==> src/rtl/bffa_pkg.sv <==
// ----------------------------------------------------------------------------
// Bitmap first-fit allocator package
// Shared constants, status and opcode codes, and the search step structs.
// ----------------------------------------------------------------------------
package bffa_pkg;

   // Pool geometry
   localparam int BLOCK_BYTES = 64;
   localparam int BLK_SHIFT   = 6;
   localparam int MAX_BLOCKS  = 1024;
   localparam int IDX_W       = 10;
   localparam int CNT_W       = 11;
   localparam int CHUNK_W     = 8;
   localparam int CHUNK_N     = MAX_BLOCKS / CHUNK_W;
   localparam int CHUNK_AW    = 7;
   localparam int CHUNK_BW    = 3;

   // Opcodes
   localparam logic [1:0] OP_ALLOC = 2'd0;
   localparam logic [1:0] OP_FREE  = 2'd1;
   localparam logic [1:0] OP_QUERY = 2'd2;

   // Status codes
   localparam logic [2:0] ST_OK        = 3'd0;
   localparam logic [2:0] ST_INV_SIZE  = 3'd1;
   localparam logic [2:0] ST_EXHAUSTED = 3'd2;
   localparam logic [2:0] ST_NULL      = 3'd3;
   localparam logic [2:0] ST_RANGE     = 3'd4;
   localparam logic [2:0] ST_CORRUPT   = 3'd5;
   localparam logic [2:0] ST_NOT_ALLOC = 3'd6;

   // Register indexes
   localparam logic REG_POOL_BASE   = 1'b0;
   localparam logic REG_POOL_BLOCKS = 1'b1;

   // One search step over a bitmap chunk
   typedef struct packed {
      logic [CHUNK_AW-1:0] chunk_idx;
      logic [CHUNK_W-1:0]  data;
      logic [CNT_W-1:0]    run_cnt;
      logic [CNT_W-1:0]    run_start;
      logic [CNT_W-1:0]    need;
      logic [CNT_W-1:0]    n;
   } scan_in_type;

   typedef struct packed {
      logic [CNT_W-1:0] run_cnt;
      logic [CNT_W-1:0] run_start;
      logic             found;
      logic [IDX_W-1:0] start;
   } scan_out_type;

endpackage

==> src/rtl/bffa_scan.sv <==
// ----------------------------------------------------------------------------
// First-fit search step
// Walks one bitmap chunk, extending or restarting the current free run.
// ----------------------------------------------------------------------------
module bffa_scan (
   input  bffa_pkg::scan_in_type  scan_in,
   output bffa_pkg::scan_out_type scan_out
);

   // Blocks at or beyond the pool end count as used.
   always_comb begin
      logic [bffa_pkg::CNT_W-1:0] cnt;
      logic [bffa_pkg::CNT_W-1:0] st;
      logic [bffa_pkg::IDX_W-1:0] bi;
      logic                       used;
      logic                       fnd;
      logic [bffa_pkg::IDX_W-1:0] fst;
      cnt  = scan_in.run_cnt;
      st   = scan_in.run_start;
      fnd  = 1'b0;
      fst  = '0;
      bi   = '0;
      used = 1'b0;
      for (int b = 0; b < bffa_pkg::CHUNK_W; b++) begin
         bi   = {scan_in.chunk_idx, bffa_pkg::CHUNK_BW'(b)};
         used = scan_in.data[b] | ({1'b0, bi} >= scan_in.n);
         if (used) begin
            cnt = '0;
            st  = {1'b0, bi} + 11'd1;
         end else begin
            cnt = cnt + 11'd1;
         end
         if (!fnd && cnt == scan_in.need) begin
            fnd = 1'b1;
            fst = st[bffa_pkg::IDX_W-1:0];
         end
      end
      scan_out.run_cnt   = cnt;
      scan_out.run_start = st;
      scan_out.found     = fnd;
      scan_out.start     = fst;
   end

endmodule

==> config.mk <==
export PLATFORM = sky130hd
export DESIGN_NAME = bffa_scan
export DESIGN_NICKNAME = d
export VERILOG_FILES = /design/src/rtl/bffa_pkg.sv /design/src/rtl/bffa_scan.sv
export SDC_FILE = /design/constraint.sdc
export NUM_CORES = 1
export LEC_CHECK = 0
export BUFFER_PORTS_ARGS = -buffer_cell sky130_fd_sc_hd__buf_2
export CORE_ASPECT_RATIO = 0.75
export CORE_MARGIN = 5
export CORE_UTILIZATION = 35
export DETAILED_ROUTE_END_ITERATION = 16
export SLEW_MARGIN = 20
export SYNTH_ARGS = -nofsm -noshare
export SYNTH_HDL_FRONTEND = slang
export SYNTH_SLANG_ARGS = --single-unit
==> constraint.sdc <==
create_clock -name vclk -period 11.6
set_input_delay 1.74 -clock vclk [all_inputs]
set_output_delay 1.74 -clock vclk [all_outputs]
set_load 0.1 [all_outputs]
==> results.cfg <==
[setup_path]
cp-start-kind = input port
cp.required_ps = 9860
cp-end-kind = output port
worstSetupPathType = input port to output port
critical_path.max_fanout = 12
cp.arrival_ps = 9430

[routing]
met1_length_um = 11800
wl_met3_um = 2930
routed_wl_um = 24900
drtAntennaViolNets = 0
wl_per_cell_um = 19.9
dr_wl_met2_um = 9950
routed.top_layer = met5
vias = 7989
drtIter0Drc = 1114
post_drt_via_cell_ratio = 6.39
drt_pass1_iterations = 5
drc_errors = 0

[floorplan]
start_util = 0.353
die_h_um = 125
io_pins = 92
die_x_um = 163
rows = 42
core_mm2 = 0.0174
die_area_mm2 = 0.0204

[sta]
fmax_ghz = 0.0895
finalCriticalPeriod_ps = 11170
slew_headroom = 0.420
drv_slew = 0
hold_viol_final = 0
worst_pin_slew_ps = 861
setup_viol = 0
rsz0062_at_grt = no
finalCritPeriodShare = 0.963
fin_tns_setup_ps = 0
setup_ws_ps = 432

[placement]
gp_congestion = 0.935
dp_hpwl_um = 19800
pre_cts_ws_ps = 353
port_buffers = 92

[power_and_ir_drop]
p_leak_nw = 2.41
peakVddDrop_mv = 0.0194
p_per_area_mw_per_mm2 = 36.4

[global_route]
grt_pass1_wl_um = 39300
overflow = 0
grt_max_degree = 23
grt_antenna_before_repair = 1
grt.total_usage = 0.230
grt_pass1_vias = 7042

[finish]
fillCellCount = 1931
numSequentialCells = 0
fin_nets = 1081
clock_buffers = 0
drive_gt1_frac = 0.159
seqCellArea_um2 = 0
n_antenna_cell = 0
syn2layout_area_growth_pct = 13.2

[yosys]
synth_area_leader_cell = xnor2_1
ys.warnings.count = 0
ys_types = 98
syn_area_per_cell_um2 = 6.42
synth_cells = 959
yosys-top-cells-area = xnor2_1 9.1%, nor2_1 6.0%, nand2_1 5.7%, a21oi_1 5.2%, xor2_1 5.0%
syn_area_mm2 = 0.00615
syn_nets = 1029
seq_area_frac_synth = 0
synth_top_area_frac = 0.0911

[run_status]
status = complete, no violations

[clock_network]
cts_setup_buffers = 0
post_cts_resized = 0
ctsHoldBuffers = 0

[run]
drv_cap = 0

[min_path]
hp-class = input port to output port
[cells by family after synthesis]
group	Yosys count	share of synthesized area
adder cells (fa/ha/maj)	11	0.0224
buffers and inverters	76	0.0541
AO/OA/AOI/OAI	296	0.347
multiplexers	13	0.0228
XOR/XNOR	104	0.158
AND/OR/NAND/NOR	459	0.395
[metal layers]
layer / track usage / vias to the layer above
met5: 0 / -
met4: 0.0237 / 2
met3: 0.0278 / 21
met2: 0.335 / 479
met1: 0.366 / 3697
li1: - / 3790
[critical path: stages]
cell,delay (ps)
buf_2,140
ha_1,300
and4b_1,330
a31oi_1,550
nand2_1,170
nor2_1,200
ha_2,340
nand2_1,110
nor4_2,290
a41oi_1,210
o21ai_0,330
nand3_1,280
xnor2_1,230
buf_4,170
or4_4,540
a2111oi_0,470
nor2_2,150
xnor2_2,420
nor2_1,170
xor2_1,400
mux2_2,420
o31ai_1,370
nor4_1,90
or3_1,470
o21ai_1,180
o211ai_1,140
buf_12,200
[cell usage in the layout, fill, tap and decap left out, drive strengths merged, types with 8 or more instances in the layout]
| master | netlist | layout |
|---|---|---|
| nand2 | 95 | 95 |
| a21o | 13 | 13 |
| or3 | 11 | 11 |
| buf | 16 | 106 |
| inv | 18 | 18 |
| o2111ai | 8 | 8 |
| a22oi | 8 | 8 |
| xnor2 | 65 | 65 |
| nand3 | 53 | 53 |
| nor2 | 100 | 100 |
| nor4b | 15 | 15 |
| nor4 | 24 | 24 |
| nor3 | 52 | 52 |
| or4 | 8 | 8 |
| and3 | 16 | 16 |
| a211oi | 21 | 21 |
| a21oi | 64 | 64 |
| o21ai | 52 | 52 |
| ha | 11 | 11 |
| nand2b | 11 | 11 |
| xor2 | 35 | 35 |
| and2 | 17 | 17 |
| a31oi | 22 | 22 |
| mux2i | 8 | 8 |
| o211ai | 17 | 17 |
| nand4 | 24 | 24 |
| a2111oi | 8 | 8 |
[cells in the mapped netlist, types with 18 or more instances]
cell	count
nor2_1	98
clkbuf_1	40
a31oi_1	22
nand2_1	94
inv_1	18
nor4_1	24
o21ai_0	42
xnor2_1	64
a21oi_1	64
nand4_1	24
xor2_1	35
a211oi_1	18
nor3_1	49
nand3_1	52
[metrics by stage]
| step | hold WS (ps) | instance area (µm²) | util | total power, mW | cells |
|---|---|---|---|---|---|
| after CTS | 3920 | 6940 | 0.398 | 0.246 | 1251 |
| after detailed placement | 3920 | 6940 | 0.398 | 0.245 | 1251 |
| after global placement | 3930 | 6940 | 0.398 | 0.245 | 1251 |
| after global routing | 3930 | 6960 | 0.399 | 0.271 | 1251 |
| final | 3930 | 6960 | 0.399 | 0.253 | 1251 |
| after floorplan | 3920 | 6160 | - | 0.182 | 959 |
[report_power, final]
part           total (mW)  switching [mW]  internal [mW]  leakage, nW
Combinational       0.253           0.181         0.0725         2.41
Sequential              0               0              0            0
Clock                   0               0              0            0
[area by class of cell]
cell class,count,area [µm²],share of cell area
Multi-Input combinational cell,883,5860,0.841
Timing Repair Buffer,106,731,0.105
Inverter,20,75.1,0.0108
Tap cell,242,303,0.0435
[path summary, 6_finish.rpt]
kind                        start          end  slack [ps]  depth (start not counted)
worst max-delay path  scan_in[58]  scan_out[3]         430                         27
worst min-delay path  scan_in[30]  scan_out[8]        3930                          4
Note: power is estimated with default switching activity, not from simulation.
