`src/rtl/bffa_ram.sv`:
```
// ----------------------------------------------------------------------------
// Generic single-port-write RAM
// One write port and one read port, read data registered.
// ----------------------------------------------------------------------------
module bffa_ram #(
   parameter int WIDTH = 8,
   parameter int DEPTH = 128,
   parameter int AW    = 7
) (
   input  logic             clock,
   input  logic             we,
   input  logic [AW-1:0]    waddr,
   input  logic [WIDTH-1:0] wdata,
   input  logic [AW-1:0]    raddr,
   output logic [WIDTH-1:0] rdata
);

   logic [WIDTH-1:0] mem [DEPTH];
   logic [WIDTH-1:0] rdata_ff;

   // Write and registered read.
   always_ff @(posedge clock) begin
      if (we) begin
         mem[waddr] <= wdata;
      end
      rdata_ff <= mem[raddr];
   end

   assign rdata = rdata_ff;

endmodule

```
`config.mk`:
```
export PLATFORM = sky130hd
export DESIGN_NAME = bffa_ram
export DESIGN_NICKNAME = d
export VERILOG_FILES = /design/src/rtl/bffa_ram.sv
export SDC_FILE = /design/constraint.sdc
export NUM_CORES = 1
export LEC_CHECK = 0
export BUFFER_PORTS_ARGS = -buffer_cell sky130_fd_sc_hd__buf_4
export CAP_MARGIN = 30
export CORE_ASPECT_RATIO = 1.5
export CORE_MARGIN = 3
export CORE_UTILIZATION = 55
export DETAILED_ROUTE_END_ITERATION = 7
export GPL_ROUTABILITY_DRIVEN = 0
export PLACE_DENSITY_LB_ADDON = 0.1
export SLEW_MARGIN = 40
export SYNTH_ARGS = -nofsm -noshare
export SYNTH_HDL_FRONTEND = slang
export SYNTH_SLANG_ARGS = --single-unit
```
`constraint.sdc`:
```
create_clock -name clock -period 2.6 [get_ports clock]
set_clock_uncertainty 0.05 [all_clocks]
set_input_delay 0.26 -clock clock [delete_from_list [all_inputs] [get_ports clock]]
set_output_delay 0.26 -clock clock [all_outputs]
set_load 0.005 [all_outputs]
```
==> results of run 1 <==
[registers in the layout, summed over array words and instances, names as in the netlist]
signal / cells
mem: 1024
rdata: 8
[cell type report]
| type | count | share of cell area, % |
|---|---|---|
| Clock buffer | 111 | 5.394 |
| Clock inverter | 55 | 1.010 |
| Multi-Input combinational cell | 514 | 18.17 |
| Sequential cell | 1032 | 67.23 |
| Tap cell | 915 | 2.490 |
| Timing Repair Buffer | 275 | 5.699 |
[layout by cell type, fill, tap and decap left out, types with 3 or more instances in the layout]
master,synthesis,layout
buf_4,11,229
nor2b_1,7,7
clkinv_1,0,23
edfxtp_1,1024,1024
clkinvlp_4,0,4
nor3_1,9,9
clkbuf_1,44,14
clkinv_2,0,18
mux2_2,8,8
nand4_1,3,3
dfxtp_1,8,8
bufinv_16,0,8
nor2_1,122,122
clkbuf_16,0,97
mux4_2,336,336
buf_12,0,43
nand3_1,12,12
nand2_1,14,14
[how the worst max path moves through the flow]
stage | end | slack, ns | cells past startpoint
after floorplan | rdata[0]$_DFF_P_ | 0.002 | 5
after global placement | rdata[0]$_DFF_P_ | -0.45 | 7
after detailed placement | rdata[0]$_DFF_P_ | -0.45 | 7
after CTS | rdata[0]$_DFF_P_ | 0.11 | 4
after global routing | rdata[0]$_DFF_P_ | 0.11 | 4
final | rdata[2]$_DFF_P_ | 0.12 | 4
[logic make-up after synthesis]
| family | synth area share, % |
|---|---|
| buf+inv | 1.013 |
| flops | 77.93 |
| mux | 19.30 |
| simple gates | 1.757 |
[critical path, stage by stage, from the launching register on]
cell and delay [ns]:
edfxtp_1 0.37, mux4_2 0.53, mux4_2 0.55, mux4_2 0.58
mux2_2 0.30
[through the flow]
| step | hold slack, ns | setup TNS (ns) | setup WS [ns] | area [µm²] |
|---|---|---|---|---|
| 6_report | 0.06582 | 0 | 0.1167 | 45970 |
| 5_1_grt | 0.08514 | 0 | 0.1063 | 45970 |
| 4_1_cts | 0.05217 | 0 | 0.1068 | 45970 |
| 3_5_place_dp | 0.6204 | -2.977 | -0.4534 | 43020 |
| 3_3_place_gp | 0.6397 | -2.965 | -0.4506 | 43020 |
| 2_1_floorplan | 0.3089 | 0 | 0.002016 | 39810 |
[layer usage]
layer	GRT usage, %	vias up
met5	0	-
met4	8.471	0
met3	3.485	128
met2	45.59	579
met1	33.21	10012
li1	-	7570
[power groups by stage]
stage | Sequential (mW) | Clock, mW | Combinational (mW)
global route | 18.4 | 14.3 | 2.00
finish | 18.4 | 13.4 | 1.91
CTS | 18.4 | 13.6 | 1.94
global placement | 18.8 | 0 | 1.91
detailed placement | 18.8 | 0 | 1.94
floorplan | 18.7 | 0 | 0.957
[repair_timing]
| item | 4_1_cts | 5_1_grt |
|---|---|---|
| hold buffers | 1 | 0 |
| endpoints found under the setup margin | 0 | 0 |
| hold endpoints to repair | 8 | 0 |
==> reports/metrics.cfg, run 1 <==
[die]
die_h_um = 334.9
dieArea_mm2 = 0.07544
num_rows = 120
core_area_mm2 = 0.07147
initial_core_util_pct = 55.50
io_pins = 32
die_x_um = 225.3

[route]
wl_per_cell_um = 32.12
drc = 0
wl_met3_um = 4592
drt-pass1-iter-count = 5
drt_iter0_markers = 1941
met1Wirelength_um = 34930
routed_wl_um = 93220
antenna_left = 0
highest_layer = met4
route.met2.wl_um = 50810
dr_total_vias = 18289
drt-vias-per-instance = 6.302

[sta]
relSlewSlack_pct = 43.86
drv_slew = 0
finalHoldViolCount = 0
fin_crit_ns = 2.483
worst_pin_slew_ns = 0.8421
rsz0062_at_grt = false
fin_crit_sh_pct = 95.51
fmaxAchievable_ghz = 0.4027
finalSetupViolations = 0

[final_layout]
multi_input_area_mm2 = 0.008354
utilization_pct = 64.33
final_cells = 2902
area_growth_pct = 15.90
drive_gt1_share_pct = 37.59
nets = 1941
fillers = 4716
num_antenna_cells = 0
layout.area.seq_mm2 = 0.03091

[synthesis]
synthFlopType = edfxtp_1
synthCells = 1635
synthesis.nets = 1659
async_flop_share_pct = 0
yosysMostFrequentCell = edfxtp_1
ys_ff_latch = 1032
synth_edf_count = 1024
yosysSeqAreaShare_pct = 77.93
syn_area_mm2 = 0.03967
syn_avg_cell_area_um2 = 24.26
synth_area_leaders = edfxtp_1, mux4_2, nor2_1
ys_warn_count = 0
synth_cell_type_count = 17
yosysTopAreaCell = edfxtp_1
synthTopCellsByCount = edfxtp_1, mux4_2, nor2_1, clkbuf_1, buf_1
synth_top_area_share_pct = 77.52

[clocking]
cts_tree = yes
post_cts_buffers = 0
cts_buffers = 94
cts_root_buf = clkbuf_16
htreeDepth = 3
clk_path_buf_depth = 3
cts_sinks = 1032
ctsResizeCount = 0
clk_pin_slew_ns = 0.06
insertion_delay_ns = 0.65

[worst_setup_path]
critPathCaptureType = flip-flop
r2r_slack_ns = 0.12
timing.rr.end = rdata[2]$_DFF_P_
crit_type = reg -> reg
ff2ff_path_depth = 4
crit_required_ns = 3.08
reg2reg_from = mem[71][2]$_DFFE_PP_
critPathLaunchType = flip-flop
startpoint = mem[71][2]$_DFFE_PP_
cp_max_fo = 1
arrival_ns = 2.96

[power]
combPwrFrac_pct = 5.7
p_sw_share_pct = 20.58
internal_power_mw = 26.79
peakVddDrop_v = 0.0006264
p_per_area_mw_per_mm2 = 733.6
switchingPower_mw = 6.940
p_leak_nw = 14.62
p_total_mw = 33.73
power.sequential.fraction_pct = 54.6
power.share.clock_pct = 39.7

[grt]
grt_use_total_pct = 25.72
antenna_found_initial = 0
grt_pass1_vias = 19354
overflow = 0
grt_pass1_wl_um = 137100
grt_max_degree = 129

[outcome]
status = finished, final reports clean

[flow_run]
max-cap-violations = 0

[worst_hold_path]
hp-class = in -> reg
min-delay-start = wdata[1]
hold_end = mem[12][1]$_DFFE_PP_
holdPathStages = 1

[placement]
dp_hpwl_um = 61340
post-place-cells = 2735
port-buffer-count = 31

(Power assumes the default switching activity.)
==> run 2: changes to the inputs <==
--- a/config.mk
+++ b/config.mk
@@ -13,6 +13,7 @@
 export DETAILED_ROUTE_END_ITERATION = 7
 export GPL_ROUTABILITY_DRIVEN = 0
 export PLACE_DENSITY_LB_ADDON = 0.1
+export SKIP_CTS_REPAIR_TIMING = 1
 export SLEW_MARGIN = 40
 export SYNTH_ARGS = -nofsm -noshare
 export SYNTH_HDL_FRONTEND = slang
==> constraint.sdc (replaced) <==
create_clock -name clock -period 2.2 [get_ports clock]
set_clock_uncertainty 0.05 [all_clocks]
set_input_delay 0.22 -clock clock [delete_from_list [all_inputs] [get_ports clock]]
set_output_delay 0.22 -clock clock [all_outputs]
set_load 0.005 [all_outputs]
==> run 2 against run 1 <==
  * The run now ends with setup timing left
  * Combinational power increased by 16%
  * Register-to-register slack lost 0.38 ns
  * Final cell count is 0.34% lower
  * Largest power group unchanged
  * Worst hold slack worse by 0.028 ns
==> reports/metrics.cfg, run 2 (same netlist as run 1, synthesis figures left out) <==
[outcome]
violations = setup timing
status = finished, violations left

[die]
die_x_um = 225.3  ; unchanged
io_pins = 32  ; unchanged
num_rows = 120  ; unchanged
die_h_um = 334.9  ; unchanged
core_area_mm2 = 0.07147  ; unchanged
initial_core_util_pct = 55.50  ; unchanged
dieArea_mm2 = 0.07544  ; unchanged

[worst_setup_path]
crit_type = reg -> reg
crit_required_ns = 2.68  ; -0.40 ns
cp_cell_sequence = mux4_2 -> mux4_2 -> mux4_2 -> mux2_4
slowest_stage = mux4_2
crit_top_cell = mux4_2
cpPeakStageDelay_ns = 0.58  ; about the same
critPathCaptureType = flip-flop
cp_max_fo = 1  ; unchanged
critPathLaunchType = flip-flop
r2r_slack_ns = -0.27  ; -0.38 ns
arrival_ns = 2.95  ; about the same

[power]
internal_power_mw = 31.41  ; +17%
p_sw_share_pct = 20.22  ; -0.35 points
power.share.clock_pct = 39.1  ; -0.6 points
p_total_mw = 39.38  ; +17%
p_per_area_mw_per_mm2 = 858.9  ; +17%
combPwrFrac_pct = 5.6  ; about the same
peakVddDrop_v = 0.0008266  ; +32%
switchingPower_mw = 7.964  ; +15%
power.sequential.fraction_pct = 55.3  ; +0.7 points
p_leak_nw = 14.57  ; -0.35%

[final_layout]
largest_reg_flops = 1024  ; unchanged
fillers = 4733  ; +0.36%
design_area_mm2 = 0.04585  ; -0.28%
final_cells = 2892  ; -0.34%
top_register = mem
mostFrequentLayoutCell = edfxtp_1
drive_gt1_share_pct = 37.10  ; -0.50 points
final_cell_mix = edfxtp_1, mux4_2, buf_4
area_growth_pct = 15.58
nets = 1933  ; -0.41%

[grt]
grt_max_degree = 129  ; unchanged
grt_use_total_pct = 25.19  ; -0.53 points
antenna_found_initial = 1  ; +1
grt_pass1_vias = 19168  ; -0.96%
grt_pass1_wl_um = 135100  ; -1.5%
overflow = 0  ; unchanged

[sta]
finalHoldViolCount = 0  ; unchanged
finalSetupViolations = 8  ; +8
relSlewSlack_pct = 51.81  ; +8.0 points
holdWs_ns = 0.03804  ; -0.02778 ns
fin_crit_sh_pct = 112.2  ; +17 points
setup_ws_ns = -0.2678  ; -0.3845 ns
worst_pin_slew_ns = 0.7228  ; -0.1193 ns
fmaxAchievable_ghz = 0.4052  ; +0.63%
drv_slew = 0  ; unchanged
rsz0062_at_grt = true
fin_crit_ns = 2.468  ; -0.01548 ns

[clocking]
cts_sinks = 1032  ; unchanged
clk_pin_slew_ns = 0.06  ; about the same
insertion_delay_ns = 0.64  ; about the same
htreeDepth = 3  ; unchanged
clk_path_buf_depth = 3  ; unchanged
cts_root_buf = clkbuf_16
cts_tree = yes
cts_buffers = 91  ; -3.2%

[placement]
dp_slack_ns = -0.7580  ; -0.3045 ns
post-place-cells = 2730  ; -0.18%
dp_hpwl_um = 60680  ; -1.1%
place_area_mm2 = 0.04294  ; -0.17%
port-buffer-count = 31  ; unchanged

[route]
dr_total_vias = 18125  ; -0.90%
drt-vias-per-instance = 6.267  ; -0.55%
drt-pass1-iter-count = 5  ; unchanged
routed_wl_um = 91480  ; -1.9%
drt_iter0_markers = 1990  ; +2.5%
wl_per_cell_um = 31.63  ; -1.5%
drc = 0  ; unchanged
antenna_left = 0  ; unchanged

[flow_run]
max-cap-violations = 0  ; unchanged

[worst_hold_path]
hp-class = in -> reg

[run 2: area by class of cell]
type / instances / area, µm² / share of cell area [%]
Antenna cell: 1 / 2.502 / 0.005458
Clock buffer: 119 / 2510 / 5.475
Clock inverter: 41 / 349.1 / 0.7614
Multi-Input combinational cell: 514 / 8384 / 18.29
Sequential cell: 1032 / 30910 / 67.42
Tap cell: 915 / 1145 / 2.497
Timing Repair Buffer: 270 / 2545 / 5.551
[run 2: worst paths after layout]
kind                             start              endpoint  cells after the start
setup / recovery  mem[13][0]$_DFFE_PP_      rdata[0]$_DFF_P_                      4
hold / removal                wdata[7]  mem[90][7]$_DFFE_PP_                      1
setup reg to reg  mem[13][0]$_DFFE_PP_      rdata[0]$_DFF_P_                      4
hold reg to reg   mem[84][1]$_DFFE_PP_      rdata[1]$_DFF_P_                      4
[run 2: metrics by stage]
step,util [%],setup TNS [ns]
after floorplan,-,-2.161
after global placement,60.09,-5.835
after detailed placement,60.09,-5.830
after CTS,64.09,-1.927
after global routing,64.14,-2.032
final,64.15,-1.819
[run 2: routing by layer]
layer  vias to the layer above  GRT usage (%)  part of all wire (%)
li1                       7551              -                     -
met1                      9855          33.33                    38
met2                       602          44.42                    54
met3                       117          3.082                   5.4
met4                         0          7.591                   2.9
met5                         -              0                     0
[run 2: critical path, delay by kind of cell (launching register included)]
kind,cells,cell delay [ns]
multiplexers,4,1.92
flip-flops,1,0.39
[run 2: power by group through the flow]
stage | clock network [mW] | registers, mW | logic, mW
floorplan | 0 | 22.2 | 1.18
global placement | 0 | 22.2 | 2.21
detailed placement | 0 | 22.2 | 2.25
CTS | 15.7 | 21.8 | 2.25
global route | 16.4 | 21.8 | 2.34
finish | 15.4 | 21.8 | 2.22
